### src/hw/rtl/mmd_pkg.sv
package mmd_pkg;

    // register file geometry
    localparam int REG_COUNT  = 32;
    localparam int WORD_W     = 32;
    localparam int REG_FIELD_W = 5;
    localparam logic [REG_FIELD_W-1:0] LINK_REG = 5'd31;
    localparam logic [WORD_W-1:0] WORD_FOUR = 32'd4;

    // operand a source
    localparam logic A_SEL_PC = 1'b0;
    localparam logic A_SEL_RS = 1'b1;

    // write back source
    localparam logic WB_SEL_ALU  = 1'b0;
    localparam logic WB_SEL_LOAD = 1'b1;

    // next pc source
    localparam logic NPC_SEL_ALU  = 1'b0;
    localparam logic NPC_SEL_JUMP = 1'b1;

    // load enable bit positions
    localparam int LD_PC    = 0;
    localparam int LD_MAR   = 1;
    localparam int LD_STORE = 2;
    localparam int LD_IR    = 3;
    localparam int LD_LOAD  = 4;
    localparam int LD_RF    = 5;

    typedef enum logic [2:0] {
        B_SEL_RT,
        B_SEL_ZERO,
        B_SEL_FOUR,
        B_SEL_IMM,
        B_SEL_IMM_X4
    } b_sel_t;

    typedef enum logic [2:0] {
        ALU_ADD,
        ALU_SUB,
        ALU_AND,
        ALU_OR,
        ALU_XOR
    } alu_op_t;

    typedef enum logic [1:0] {
        WR_SEL_RD,
        WR_SEL_RT,
        WR_SEL_LINK
    } wr_sel_t;

    typedef struct packed {
        logic              a_select;
        logic [2:0]        b_select;
        logic [2:0]        alu_op;
        logic              write_back_select;
        logic              next_pc_select;
        logic [1:0]        write_reg_select;
        logic [5:0]        load_mask;
        logic signed [31:0] memory_data;
    } in_beat_t;

    typedef struct packed {
        logic signed [31:0] program_counter;
        logic signed [31:0] memory_address;
        logic signed [31:0] store_data;
        logic signed [31:0] instruction;
        logic               zero_flag;
        logic signed [31:0] alu_result;
    } out_beat_t;

    // alu controls handed from the top level
    typedef struct packed {
        logic       a_select;
        logic [2:0] b_select;
        logic [2:0] alu_op;
    } alu_ctrl_t;

endpackage

### src/hw/rtl/mmd_alu.sv
module mmd_alu (
    input  mmd_pkg::alu_ctrl_t            ctrl,
    input  logic [mmd_pkg::WORD_W-1:0]    pc,
    input  logic [mmd_pkg::WORD_W-1:0]    rs_val,
    input  logic [mmd_pkg::WORD_W-1:0]    rt_val,
    input  logic [15:0]                   imm,
    output logic [mmd_pkg::WORD_W-1:0]    result
);

    logic [mmd_pkg::WORD_W-1:0] opa;
    logic [mmd_pkg::WORD_W-1:0] opb;
    logic [mmd_pkg::WORD_W-1:0] imm_sext;

    assign imm_sext = {{16{imm[15]}}, imm};
    assign opa = (ctrl.a_select == mmd_pkg::A_SEL_RS) ? rs_val : pc;

    always_comb begin
        case (ctrl.b_select)
            mmd_pkg::B_SEL_RT:     opb = rt_val;
            mmd_pkg::B_SEL_ZERO:   opb = '0;
            mmd_pkg::B_SEL_FOUR:   opb = mmd_pkg::WORD_FOUR;
            mmd_pkg::B_SEL_IMM:    opb = imm_sext;
            mmd_pkg::B_SEL_IMM_X4: opb = {imm_sext[29:0], 2'b00};
            default:               opb = '0;
        endcase
    end

    always_comb begin
        case (ctrl.alu_op)
            mmd_pkg::ALU_ADD: result = opa + opb;
            mmd_pkg::ALU_SUB: result = opa - opb;
            mmd_pkg::ALU_AND: result = opa & opb;
            mmd_pkg::ALU_OR:  result = opa | opb;
            mmd_pkg::ALU_XOR: result = opa ^ opb;
            default:          result = '0;
        endcase
    end

endmodule

### src/hw/rtl/mmd_regfile.sv
module mmd_regfile #(
    parameter int REG_COUNT = mmd_pkg::REG_COUNT,
    localparam int AddrW = $clog2(REG_COUNT)
) (
    input  logic                          aclk,
    input  logic                          aresetn,
    input  logic                          rd_en,
    input  logic [AddrW-1:0]              rd_addr_a,
    input  logic [AddrW-1:0]              rd_addr_b,
    input  logic                          wr_en,
    input  logic [AddrW-1:0]              wr_addr,
    input  logic [mmd_pkg::WORD_W-1:0]    wr_data,
    output logic [mmd_pkg::WORD_W-1:0]    rd_data_a,
    output logic [mmd_pkg::WORD_W-1:0]    rd_data_b
);

    logic [mmd_pkg::WORD_W-1:0] mem [REG_COUNT];
    logic [REG_COUNT-1:0]       valid_reg;
    logic [mmd_pkg::WORD_W-1:0] mem_a_reg;
    logic [mmd_pkg::WORD_W-1:0] mem_b_reg;
    logic [mmd_pkg::WORD_W-1:0] wdata_reg;
    logic                       valid_a_reg;
    logic                       valid_b_reg;
    logic                       hit_a_reg;
    logic                       hit_b_reg;

    // storage and registered read
    always_ff @(posedge aclk) begin
        if (wr_en) begin
            mem[wr_addr] <= wr_data;
        end
        if (rd_en) begin
            mem_a_reg <= mem[rd_addr_a];
            mem_b_reg <= mem[rd_addr_b];
            wdata_reg <= wr_data;
        end
    end

    // valid bits and same-edge write bypass
    always_ff @(posedge aclk) begin
        if (!aresetn) begin
            valid_reg   <= '0;
            valid_a_reg <= 1'b0;
            valid_b_reg <= 1'b0;
            hit_a_reg   <= 1'b0;
            hit_b_reg   <= 1'b0;
        end else begin
            if (wr_en) begin
                valid_reg[wr_addr] <= 1'b1;
            end
            if (rd_en) begin
                valid_a_reg <= valid_reg[rd_addr_a];
                valid_b_reg <= valid_reg[rd_addr_b];
                hit_a_reg   <= wr_en && (wr_addr == rd_addr_a);
                hit_b_reg   <= wr_en && (wr_addr == rd_addr_b);
            end
        end
    end

    assign rd_data_a = hit_a_reg ? wdata_reg : (valid_a_reg ? mem_a_reg : '0);
    assign rd_data_b = hit_b_reg ? wdata_reg : (valid_b_reg ? mem_b_reg : '0);

endmodule

### src/hw/rtl/multicycle_mips_datapath_top.sv
// Multicycle MIPS-style datapath. Each input beat is one clock step of the controller: operand
// and ALU selects, next-pc and write-back selects, six load enables and the word read from
// memory. The step is formed from the datapath registers as they stand, the enabled registers
// load, the zero flag always loads, and one result beat follows carrying pc, memory address,
// store data and instruction registers after the step plus the step's ALU result and zero
// flag. One beat is taken every clock in which no result waits or the waiting result is taken;
// its result appears in the output register on the next cycle. The rate is set by the single
// path from the registered register-file read through operand select and the ALU into the
// datapath registers. The register file reads as all zeros after reset through per-entry valid
// bits, so no clearing pass is needed; register 0 is never written.
module multicycle_mips_datapath_top #(
    parameter int REG_COUNT = mmd_pkg::REG_COUNT
) (
    input  logic              aclk,
    input  logic              aresetn,
    input  logic              s_valid,
    output logic              s_ready,
    input  mmd_pkg::in_beat_t s_data,
    output logic              m_valid,
    input  logic              m_ready,
    output mmd_pkg::out_beat_t m_data
);

    localparam int AddrW = $clog2(REG_COUNT);
    localparam int W = mmd_pkg::WORD_W;

    // datapath registers, which also serve as the result register
    logic [W-1:0] pc_reg,      pc_next;
    logic [W-1:0] address_reg, address_next;
    logic [W-1:0] store_reg,   store_next;
    logic [W-1:0] instr_reg,   instr_next;
    logic [W-1:0] load_reg,    load_next;
    logic         zero_reg,    zero_next;
    logic [W-1:0] alu_out_reg;
    logic         m_valid_reg, m_valid_next;

    logic         s_fire;
    logic [W-1:0] rs_val;
    logic [W-1:0] rt_val;
    logic [W-1:0] alu_res;
    logic [W-1:0] jump_target;
    logic [W-1:0] wr_data;
    logic [mmd_pkg::REG_FIELD_W-1:0] wr_field;
    logic         wr_en;
    logic [5:0]   ld;
    mmd_pkg::alu_ctrl_t alu_ctrl;

    // take a beat whenever the result slot is empty or being drained
    assign s_ready = !m_valid_reg || m_ready;
    assign s_fire  = s_valid && s_ready;
    assign ld      = s_data.load_mask;

    assign alu_ctrl.a_select = s_data.a_select;
    assign alu_ctrl.b_select = s_data.b_select;
    assign alu_ctrl.alu_op   = s_data.alu_op;

    mmd_alu u_alu (
        .ctrl   (alu_ctrl),
        .pc     (pc_reg),
        .rs_val (rs_val),
        .rt_val (rt_val),
        .imm    (instr_reg[15:0]),
        .result (alu_res)
    );

    // jump target keeps the top nibble of pc
    assign jump_target = {pc_reg[31:28], instr_reg[25:0], 2'b00};

    assign wr_data = (s_data.write_back_select == mmd_pkg::WB_SEL_LOAD) ? load_reg : alu_res;

    always_comb begin
        case (s_data.write_reg_select)
            mmd_pkg::WR_SEL_RD:   wr_field = instr_reg[15:11];
            mmd_pkg::WR_SEL_RT:   wr_field = instr_reg[20:16];
            mmd_pkg::WR_SEL_LINK: wr_field = mmd_pkg::LINK_REG;
            default:              wr_field = '0;
        endcase
    end

    // writes to register zero are dropped
    assign wr_en = s_fire && ld[mmd_pkg::LD_RF] && (wr_field != '0);

    always_comb begin
        pc_next      = pc_reg;
        address_next = address_reg;
        store_next   = store_reg;
        instr_next   = instr_reg;
        load_next    = load_reg;
        zero_next    = zero_reg;
        if (s_fire) begin
            zero_next = (alu_res == '0);
            if (ld[mmd_pkg::LD_PC]) begin
                pc_next = (s_data.next_pc_select == mmd_pkg::NPC_SEL_JUMP) ? jump_target
                                                                           : alu_res;
            end
            if (ld[mmd_pkg::LD_MAR]) begin
                address_next = alu_res;
            end
            if (ld[mmd_pkg::LD_STORE]) begin
                store_next = rt_val;
            end
            if (ld[mmd_pkg::LD_IR]) begin
                instr_next = s_data.memory_data;
            end
            if (ld[mmd_pkg::LD_LOAD]) begin
                load_next = s_data.memory_data;
            end
        end
    end

    always_comb begin
        if (s_fire) begin
            m_valid_next = 1'b1;
        end else if (m_ready) begin
            m_valid_next = 1'b0;
        end else begin
            m_valid_next = m_valid_reg;
        end
    end

    // register file reads are addressed by the instruction that will stand after this edge
    mmd_regfile #(
        .REG_COUNT (REG_COUNT)
    ) u_regfile (
        .aclk      (aclk),
        .aresetn   (aresetn),
        .rd_en     (s_fire),
        .rd_addr_a (AddrW'(instr_next[25:21])),
        .rd_addr_b (AddrW'(instr_next[20:16])),
        .wr_en     (wr_en),
        .wr_addr   (AddrW'(wr_field)),
        .wr_data   (wr_data),
        .rd_data_a (rs_val),
        .rd_data_b (rt_val)
    );

    always_ff @(posedge aclk) begin
        if (!aresetn) begin
            pc_reg      <= '0;
            address_reg <= '0;
            store_reg   <= '0;
            instr_reg   <= '0;
            load_reg    <= '0;
            zero_reg    <= 1'b0;
            m_valid_reg <= 1'b0;
        end else begin
            pc_reg      <= pc_next;
            address_reg <= address_next;
            store_reg   <= store_next;
            instr_reg   <= instr_next;
            load_reg    <= load_next;
            zero_reg    <= zero_next;
            m_valid_reg <= m_valid_next;
        end
    end

    // alu result is payload only
    always_ff @(posedge aclk) begin
        if (s_fire) begin
            alu_out_reg <= alu_res;
        end
    end

    assign m_valid                = m_valid_reg;
    assign m_data.program_counter = pc_reg;
    assign m_data.memory_address  = address_reg;
    assign m_data.store_data      = store_reg;
    assign m_data.instruction     = instr_reg;
    assign m_data.zero_flag       = zero_reg;
    assign m_data.alu_result      = alu_out_reg;

`ifndef SYNTHESIS
    // register zero always reads as zero on the rs port
    a_rs_zero: assert property (@(posedge aclk) disable iff (!aresetn)
        (instr_reg[25:21] == 5'd0) |-> (rs_val == '0))
        else $error("register zero read nonzero on rs port");

    // every accepted beat leaves a result waiting
    a_fire_result: assert property (@(posedge aclk) disable iff (!aresetn)
        s_fire |=> m_valid)
        else $error("accepted beat produced no result");

    // zero flag agrees with the shown alu result
    a_zero_flag: assert property (@(posedge aclk) disable iff (!aresetn)
        m_valid |-> (m_data.zero_flag == (m_data.alu_result == '0)))
        else $error("zero flag does not match alu result");

    // datapath state moves only on an accepted beat
    a_state_hold: assert property (@(posedge aclk) disable iff (!aresetn)
        !s_fire |=> ($stable(pc_reg) && $stable(instr_reg) && $stable(address_reg)))
        else $error("datapath state changed without a beat");
`endif

endmodule

### config.mk
export PLATFORM = sky130hd
export DESIGN_NAME = multicycle_mips_datapath_top
export DESIGN_NICKNAME = d
export VERILOG_FILES = /design/src/hw/rtl/mmd_pkg.sv /design/src/hw/rtl/mmd_alu.sv /design/src/hw/rtl/mmd_regfile.sv /design/src/hw/rtl/multicycle_mips_datapath_top.sv
export SDC_FILE = /design/constraint.sdc
export NUM_CORES = 2
export LEC_CHECK = 0
export BUFFER_PORTS_ARGS = -buffer_cell sky130_fd_sc_hd__buf_4
export CORE_ASPECT_RATIO = 1.25
export CORE_MARGIN = 3
export CORE_UTILIZATION = 43
export CTS_CLUSTER_DIAMETER = 80
export DETAILED_ROUTE_END_ITERATION = 10
export PLACE_DENSITY = 0.62
export SYNTH_ARGS = -nofsm -noshare
export SYNTH_HDL_FRONTEND = slang
export SYNTH_SLANG_ARGS = --single-unit
### constraint.sdc
create_clock -name aclk -period 12.7 [get_ports aclk]
set_input_delay 0.635 -clock aclk [delete_from_list [all_inputs] [get_ports aclk]]
set_output_delay 0.635 -clock aclk [all_outputs]
set_load 0.02 [all_outputs]
* Word-level counts from Yosys, hierarchy flattened
Memory sizes are Yosys's and may differ from the RTL's. A register that Yosys moved wholly into a read port is not among the register bits. Cells that the tools add are included.
Word-level totals: word-level logic and storage cells 81, latch bits 0, memories kept 1, RAM bits 1024, input bits 53, output and inout port bits 163, register bits 262, bits in read-only memories 0
Memories:
- u_regfile.mem | depth 32, width 32, read ports 2, clocked after memory_dff 2, write ports 1, RTL line mmd_regfile.sv:17 | logic [mmd_pkg::WORD_W-1:0] mem [REG_COUNT];
Operators by class: reduce and logical (&&, ||, !) cells 20, add/sub/neg operators 2, equal/unequal tests 11, order comparisons 4, multiplexer cells 22, $mul 0, shifts and indexed selects 0, divide/modulo/power cells 0, bitwise gates (word level) 5
Operators with widths (number):
- 2-to-1 mux 32 bit | 6
- one-hot mux 32 bit (5 select lines) | 1
- one-hot mux 32 bit (4 select lines) | 1
- bitwise OR 32 bit | 2
- 2-to-1 mux 26 bit | 2
- adder 32 bit | 1
- AND 32 bit | 1
- zero test 32 bit | 1
- subtractor 32 bit | 1
- bitwise XOR 32 bit | 1
- 2-to-1 mux 28 bit | 1
- < comparator 5 x 6 -> 1 bit (second input constant) | 3
- one-hot mux 5 bit (3 select lines) | 1
- == test 3 x 2 -> 1 bit (second input constant) | 4
- binary-select mux 1 bit (select 5 bit) | 2
- == test 5 bit | 2
- AND reduction 2 bit | 5
- 2-to-1 mux 1 bit | 7
- == test 3 bit (second input constant) | 2
- logical AND 1 bit | 6
- zero test 3 bit | 2
- demux 1 bit (select 5 bit) | 1
- greater-or-equal comparator 5 x 1 -> 1 bit (second input constant) | 1
- nonzero test 5 bit | 1
- other kinds (9) | 9

* Logic depth before layout (Yosys ltp)
word-level depth 7, depth in mapped cells 27, depth with buffers taken out 24

* Hierarchy
A second synthesis with hierarchy kept.
Unflattened totals: cells, all modules 3686, area total of the unflattened synthesis 65178.8 um2
By module, submodules not included:
- mmd_regfile | area an instance 52170.0 um2, cells each 2290, seq. area each 34352.9 um2, instances 1
- multicycle_mips_datapath_top | area an instance 7865.0 um2, cells each 663, seq. area each 4204.0 um2, instances 1
- mmd_alu | area an instance 5143.7 um2, cells each 733, seq. area each 0.0 um2, instances 1

* Worst setup path after synthesis
No wires, ideal clock.
kind input -> register, start point input s_data[42] (netlist bit), end point register zero_reg, slack 7067 ps, setup time 96 ps, path buffers 6, data arrival time 5538 ps, data required time 12604 ps, cell stages on the path 19, cell sequence buf_6 > clkbuf_1 > buf_1 > clkbuf_1 > buf_1 > nand2_1 > clkbuf_1 > a21oi_1 > fa_1 > nor2b_1 > a31oi_1 > o21ai_2 > or4_1 > or4_1 > or4_1 > or4_1 > nor4_2 > nand4b_1 > o41ai_2
Between the ends: cells in the longest elaborated chain, start to end 3
Ends and longest elaborated chain:
- from (decl) | RTL line multicycle_mips_datapath_top.sv:18 | input mmd_pkg::in_beat_t s_data,
- == test 3 bit (tied with other cells) | RTL line mmd_alu.sv:29 | case (ctrl.alu_op)
- one-hot mux 32 bit (5 select lines) (*) | RTL line mmd_alu.sv:29
- net alu_res[1] | RTL line multicycle_mips_datapath_top.sv:40 | logic [W-1:0] alu_res;
- zero test 32 bit (*) | RTL line multicycle_mips_datapath_top.sv:91 | zero_next = (alu_res == '0);
- to (signal assigned) | RTL line multicycle_mips_datapath_top.sv:152 | zero_reg <= zero_next;
- to (decl) | RTL line multicycle_mips_datapath_top.sv:33 | logic zero_reg, zero_next;
The timed path passes the listed nets; every way through them passes the cells marked *. A chain may end at the register's enable or synchronous reset.

* Worst setup path after layout
start point register u_regfile.valid_b_reg, end point memory u_regfile.mem[18][31] (netlist bit), data pin
Between the ends: cells in the longest elaborated chain, start to end 6
Ends and longest elaborated chain:
- from (decl) | RTL line mmd_regfile.sv:23 | logic valid_b_reg;
- from (signal assigned) | RTL line mmd_regfile.sv:53 | valid_b_reg <= valid_reg[rd_addr_b];
- 2-to-1 mux 32 bit (*) (2 in a row) | RTL line mmd_regfile.sv:61 | assign rd_data_b = hit_b_reg ? wdata_reg : (valid_b_reg ? mem_b_reg : '0);
- one-hot mux 32 bit (4 select lines) (*) | RTL line mmd_alu.sv:18 | case (ctrl.b_select)
- subtractor 32 bit (tied with other cells) | RTL line mmd_alu.sv:31 | mmd_pkg::ALU_SUB: result = opa - opb;
- one-hot mux 32 bit (5 select lines) (*) | RTL line mmd_alu.sv:29
- net alu_res[31] | RTL line multicycle_mips_datapath_top.sv:40
- 2-to-1 mux 32 bit (*) | RTL line multicycle_mips_datapath_top.sv:69 | assign wr_data = (s_data.write_back_select == mmd_pkg::WB_SEL_LOAD) ? load_reg : alu_res;
- net u_regfile.wr_data (one bit) | RTL line mmd_regfile.sv:12 | input logic [mmd_pkg::WORD_W-1:0] wr_data,
- to (decl) | RTL line mmd_regfile.sv:17
Marked as above.

==> flow_results.org <==
** Pwr
- Of the total power, combinational logic draws 0.165.
- IR analysis of the VDD net gives a maximum drop of 0.000133 V.
- Power spread over the standard cell area amounts to 147 mW/mm2.
- The internal portion of the total power is 7.81 mW.
- The share of total power dissipated in the clock network is 0.361.
- Net Sw Power :: 3.02 mW
- Sw frac :: 0.279
- The design draws 10.8 mW.
- The share of total power dissipated in sequential elements is 0.474.
- P_leak :: 25.7 nW

** GRT
- The initial antenna violation count is 9.
- Across every metal layer, demand over resource in global routing totals 0.286.
- Entering global routing, the biggest net connects 118 pins.
- Total congestion overflow :: 0
- Wire length of the first global-routing pass :: approximately 320000 um
- The via count of the first global-routing pass came to roughly 44000.

** Synthesis
- Of the total synthesized cell area, the portion taken by AND, OR, NAND and NOR gates is 0.108.
- Count of different cell masters after synthesis :: 83
- Dominant combinational cell family by area after synthesis :: multiplexers
- Area share of the largest cell type after synthesis :: 0.530
- Among all flip-flop cells after synthesis, the most frequent one is sky130_fd_sc_hd__edfxtp_1.
- Measured against the total synthesized area, the mux share comes to 0.191.
- After technology mapping, the gate count stands at 4760.
- sky130_fd_sc_hd__edfxtp_1 is the most common cell in the netlist.
- Yosys top cell by area :: sky130_fd_sc_hd__edfxtp_1
- Of all flip-flops after synthesis, the portion carrying an async set or reset was 0.
- Of the total synthesized cell area, the portion taken by XOR and XNOR cells is 0.00751.
- Sequential-to-total area share from yosys stat :: 0.591
- Sorting the synthesized cells by area gives the leading types as sky130_fd_sc_hd__edfxtp_1 (53%), sky130_fd_sc_hd__mux4_2 (18%), sky130_fd_sc_hd__dfxtp_1 (6.1%), sky130_fd_sc_hd__nand2_1 (4.8%), sky130_fd_sc_hd__nand3_1 (2.6%).
- Synthesized area divided by synthesized cell count :: 13.7 um2
- In this run, synthesis inferred 1152 flip-flops with an integrated enable.
- Arithmetic-cell share of the synthesized area counting full adders, half adders and majority gates :: 0.0189
- Most instantiated cells after synthesis :: sky130_fd_sc_hd__edfxtp_1 (1152), sky130_fd_sc_hd__nand2_1 (830), sky130_fd_sc_hd__mux4_2 (528)
- In this run, synthesis produced a sequential element count of ~1400.
- Post-synth design cell area :: between 0.06 and 0.07 mm2
- During synthesis, Yosys emitted a total of 0 warnings.
- Complex-gate fraction of the synthesized area :: 0.0575

** Worst setup path
- Critical Path Sink Type :: flip-flop
- In this design, the largest share of critical-path delay is due to simple AND/OR/NAND/NOR gates.
- Worst setup slack for register-to-register paths :: 5.59 ns
- The most numerous cell type found on the critical path is sky130_fd_sc_hd__nor2_1.
- Data on the critical path arrives at its endpoint at 7.59 ns.
- The worst setup path is launched from a flip-flop.
- Critical Path RT :: ~13 ns
- The number of buffers and inverters on the critical path is 1.
- Along the worst path, the maximum fanout reaches 33.
- On the worst path, the slowest cell contributes a delay of 0.69 ns.
- Cell breakdown of the critical path :: nor2b_2 > buf_4 > a22oi_1 > nor2_1 > a21oi_1 > or2_2 > ha_1 > o2111a_1 > nand4_1 > nor4_1 > and3_1 > and3_1 > nor2_1 > xnor2_1 > ha_1 > nand2_1 > or3_1 > o22ai_1 > nor2_1 > o31ai_1 > xnor2_1 > o21ai_0 > mux2_2
- Slowest cell on crit path :: sky130_fd_sc_hd__mux2_2
- Setup CP Type :: flip-flop to flip-flop

** Timing
- Count of endpoints failing setup in the final report :: 0
- Dividing the final minimum period by the clock period gives 0.560.
- Clock skew on the completed layout was measured at 0.0293 ns.
- The number of max-slew violations in the final report came to 0.
- In the final timing run, aggregate negative setup slack is 0 ns.
- Fmax :: ~140 MHz
- Worst slack on hold paths :: between 0.1 and 0.15 ns
- RSZ-0062 raised after global routing :: no
- The worst pin sits at a relative slew slack of 0.212.
- Worst slew pin tran :: between 1 and 1.5 ns
- The number of hold-slack violations in the final timing report came to 0.
- Clock period minus final worst setup slack :: 7.11 ns

** Layout
- For this run, the post-layout net count is 5045.
- Fraction of layout instances using a drive strength above 1 :: 0.227
- At the end of the flow the core is filled with cells to 0.489.
- Flip-flop count of the largest register, all copies and words added :: just over 1000
- Top register by number of flip-flops :: u_regfile.mem
- Synthesis-to-finish area growth :: 12.8%
- Fin cells :: 7017

** Detailed routing
- After detailed routing, the number of vias per cell comes to 6.37.
- Total detailed-routing wirelength :: about 230000 um
- For this block, the initial DRC count from the detailed router was 5503.
- Detailed-route DRC error count :: 0
- Before antenna repair, the detailed router went through 8 iterations.
- DRT antenna net count :: 0
- Routed wire per std cell :: 32.4 um
- For this block, the via count after detailed routing is 44690.

** Clock tree
- The tree is rooted in a sky130_fd_sc_hd__clkbuf_16.
- Num Clock Sinks :: 1350
- Clock-pin slew was measured on the worst setup and hold paths at around 0.060 ns.
- The number of clock buffers added by TritonCTS is 134.
- Clock latency on the worst-skew pair, taken at its later pin, is roughly 0.8 ns.
- Number of gates resized after cts :: 0
- No sink is reached through more buffers than the 3 on the longest clock path.
- H-tree levels :: 4
- TritonCTS clock tree :: done
- Hold-fix buffers at CTS :: 0
- Setup Buffers After CTS :: 0

** Floorplanning
- For this configuration, the core starts out at a cell density of 0.434.
- Floorplan die width :: ~350 um
- Core Area :: 0.151 mm2
- Number of primary I/O pins :: 216
- Die H :: between 400 and 500 um
- The floorplan has 159 rows.
- Die area :: 0.157 mm2

** Placement
- Count of buffers inserted at the top-level ports :: 215
- Number of cells in the design after placement :: 6770
- Detailed placement finished with a half-perimeter wire length of 135000 um.
- Routability-driven placement finished with a final weighted congestion of between 0.9 and 1.

** Flow run
- Across the run, the number of max-cap violations was 0.

** Hold path
- Type of the tightest min-delay check :: input port to flip-flop

** Outcome
- The run finished with clean final reports.
-- routing by layer --
| metal | GRT usage | routed length [um] | vias to the layer above |
|---|---|---|---|
| met4 | 0.162 | 14400 | 4 |
| met1 | 0.367 | 83000 | 22857 |
| li1 | - | - | 18495 |
| met5 | 0 | 24 | - |
| met3 | 0.0510 | 21900 | 601 |
| met2 | 0.461 | 108000 | 2733 |
-- worst reg2reg max path, cell delays in order (launching register included) --
cell	delay [ns]
sky130_fd_sc_hd__dfxtp_1	0.34
sky130_fd_sc_hd__nor2b_2	0.16
sky130_fd_sc_hd__buf_4	0.26
sky130_fd_sc_hd__a22oi_1	0.47
sky130_fd_sc_hd__nor2_1	0.08
sky130_fd_sc_hd__a21oi_1	0.13
sky130_fd_sc_hd__or2_2	0.18
sky130_fd_sc_hd__ha_1	0.19
sky130_fd_sc_hd__o2111a_1	0.30
sky130_fd_sc_hd__nand4_1	0.27
sky130_fd_sc_hd__nor4_1	0.55
sky130_fd_sc_hd__and3_1	0.34
sky130_fd_sc_hd__and3_1	0.24
sky130_fd_sc_hd__nor2_1	0.07
sky130_fd_sc_hd__xnor2_1	0.17
sky130_fd_sc_hd__ha_1	0.48
sky130_fd_sc_hd__nand2_1	0.17
sky130_fd_sc_hd__or3_1	0.37
sky130_fd_sc_hd__o22ai_1	0.32
sky130_fd_sc_hd__nor2_1	0.07
sky130_fd_sc_hd__o31ai_1	0.29
sky130_fd_sc_hd__xnor2_1	0.10
sky130_fd_sc_hd__o21ai_0	0.56
sky130_fd_sc_hd__mux2_2	0.69
-- cells by family after synthesis --
kind of cell / Yosys count
flip-flops: 1350
buffers and inverters: 430
multiplexers: 582
adder cells (fa/ha/maj): 98
AND/OR/NAND/NOR: 1662
other: 1
XOR/XNOR: 56
AO/OA/AOI/OAI: 581
-- layout make-up --
class	count	area (um2)
Antenna cell	4	10.0
Clock buffer	182	3680
Clock inverter	61	564
Fill cell	12937	76900
Inverter	86	333
Multi-Input combinational cell	3011	25500
Sequential cell	1350	38600
Tap cell	2012	2520
Timing Repair Buffer	311	2460
-- power by group through the flow --
stage                     combinational [mW]  sequential [mW]  clock (mW)
final                                   1.79             5.14        3.91
after floorplan                         1.08             5.22           0
after global placement                  1.75             5.22           0
after detailed placement                1.76             5.23           0
after global routing                    1.90             5.14        4.13
after CTS                               1.77             5.13        3.96
-- metrics by stage --
stage	setup slack [ns]	instance area, um2
detailed placement	5.29	69400
floorplan	7.07	65400
global placement	5.38	69400
global route	5.15	73700
CTS	5.66	73600
finish	5.59	73700
-- cell usage in the layout, fill, tap and decap left out, drive strengths merged, types with 32 or more instances in the layout --
cell type,count
a21o,37
clkinv,46
nor2,343
edfxtp,1152
ha,97
clkbuf,182
conb,32
nand2,830
o21ai,139
mux4,528
a21oi,147
mux2,32
a211oi,50
xnor2,43
buf,311
nor3,43
inv,95
a22oi,76
nand3,338
dfxtp,198
-- final timing paths --
check	start	endpoint	cells after the start
max	u_regfile.valid_b_reg	u_regfile.mem[18][31]	23
min	s_data[0]	instr_reg[0]	3
max reg2reg	u_regfile.valid_b_reg	u_regfile.mem[18][31]	23
min reg2reg	instr_reg[27]	instr_reg[27]	2
Note: power is estimated with default switching activity, not from simulation.
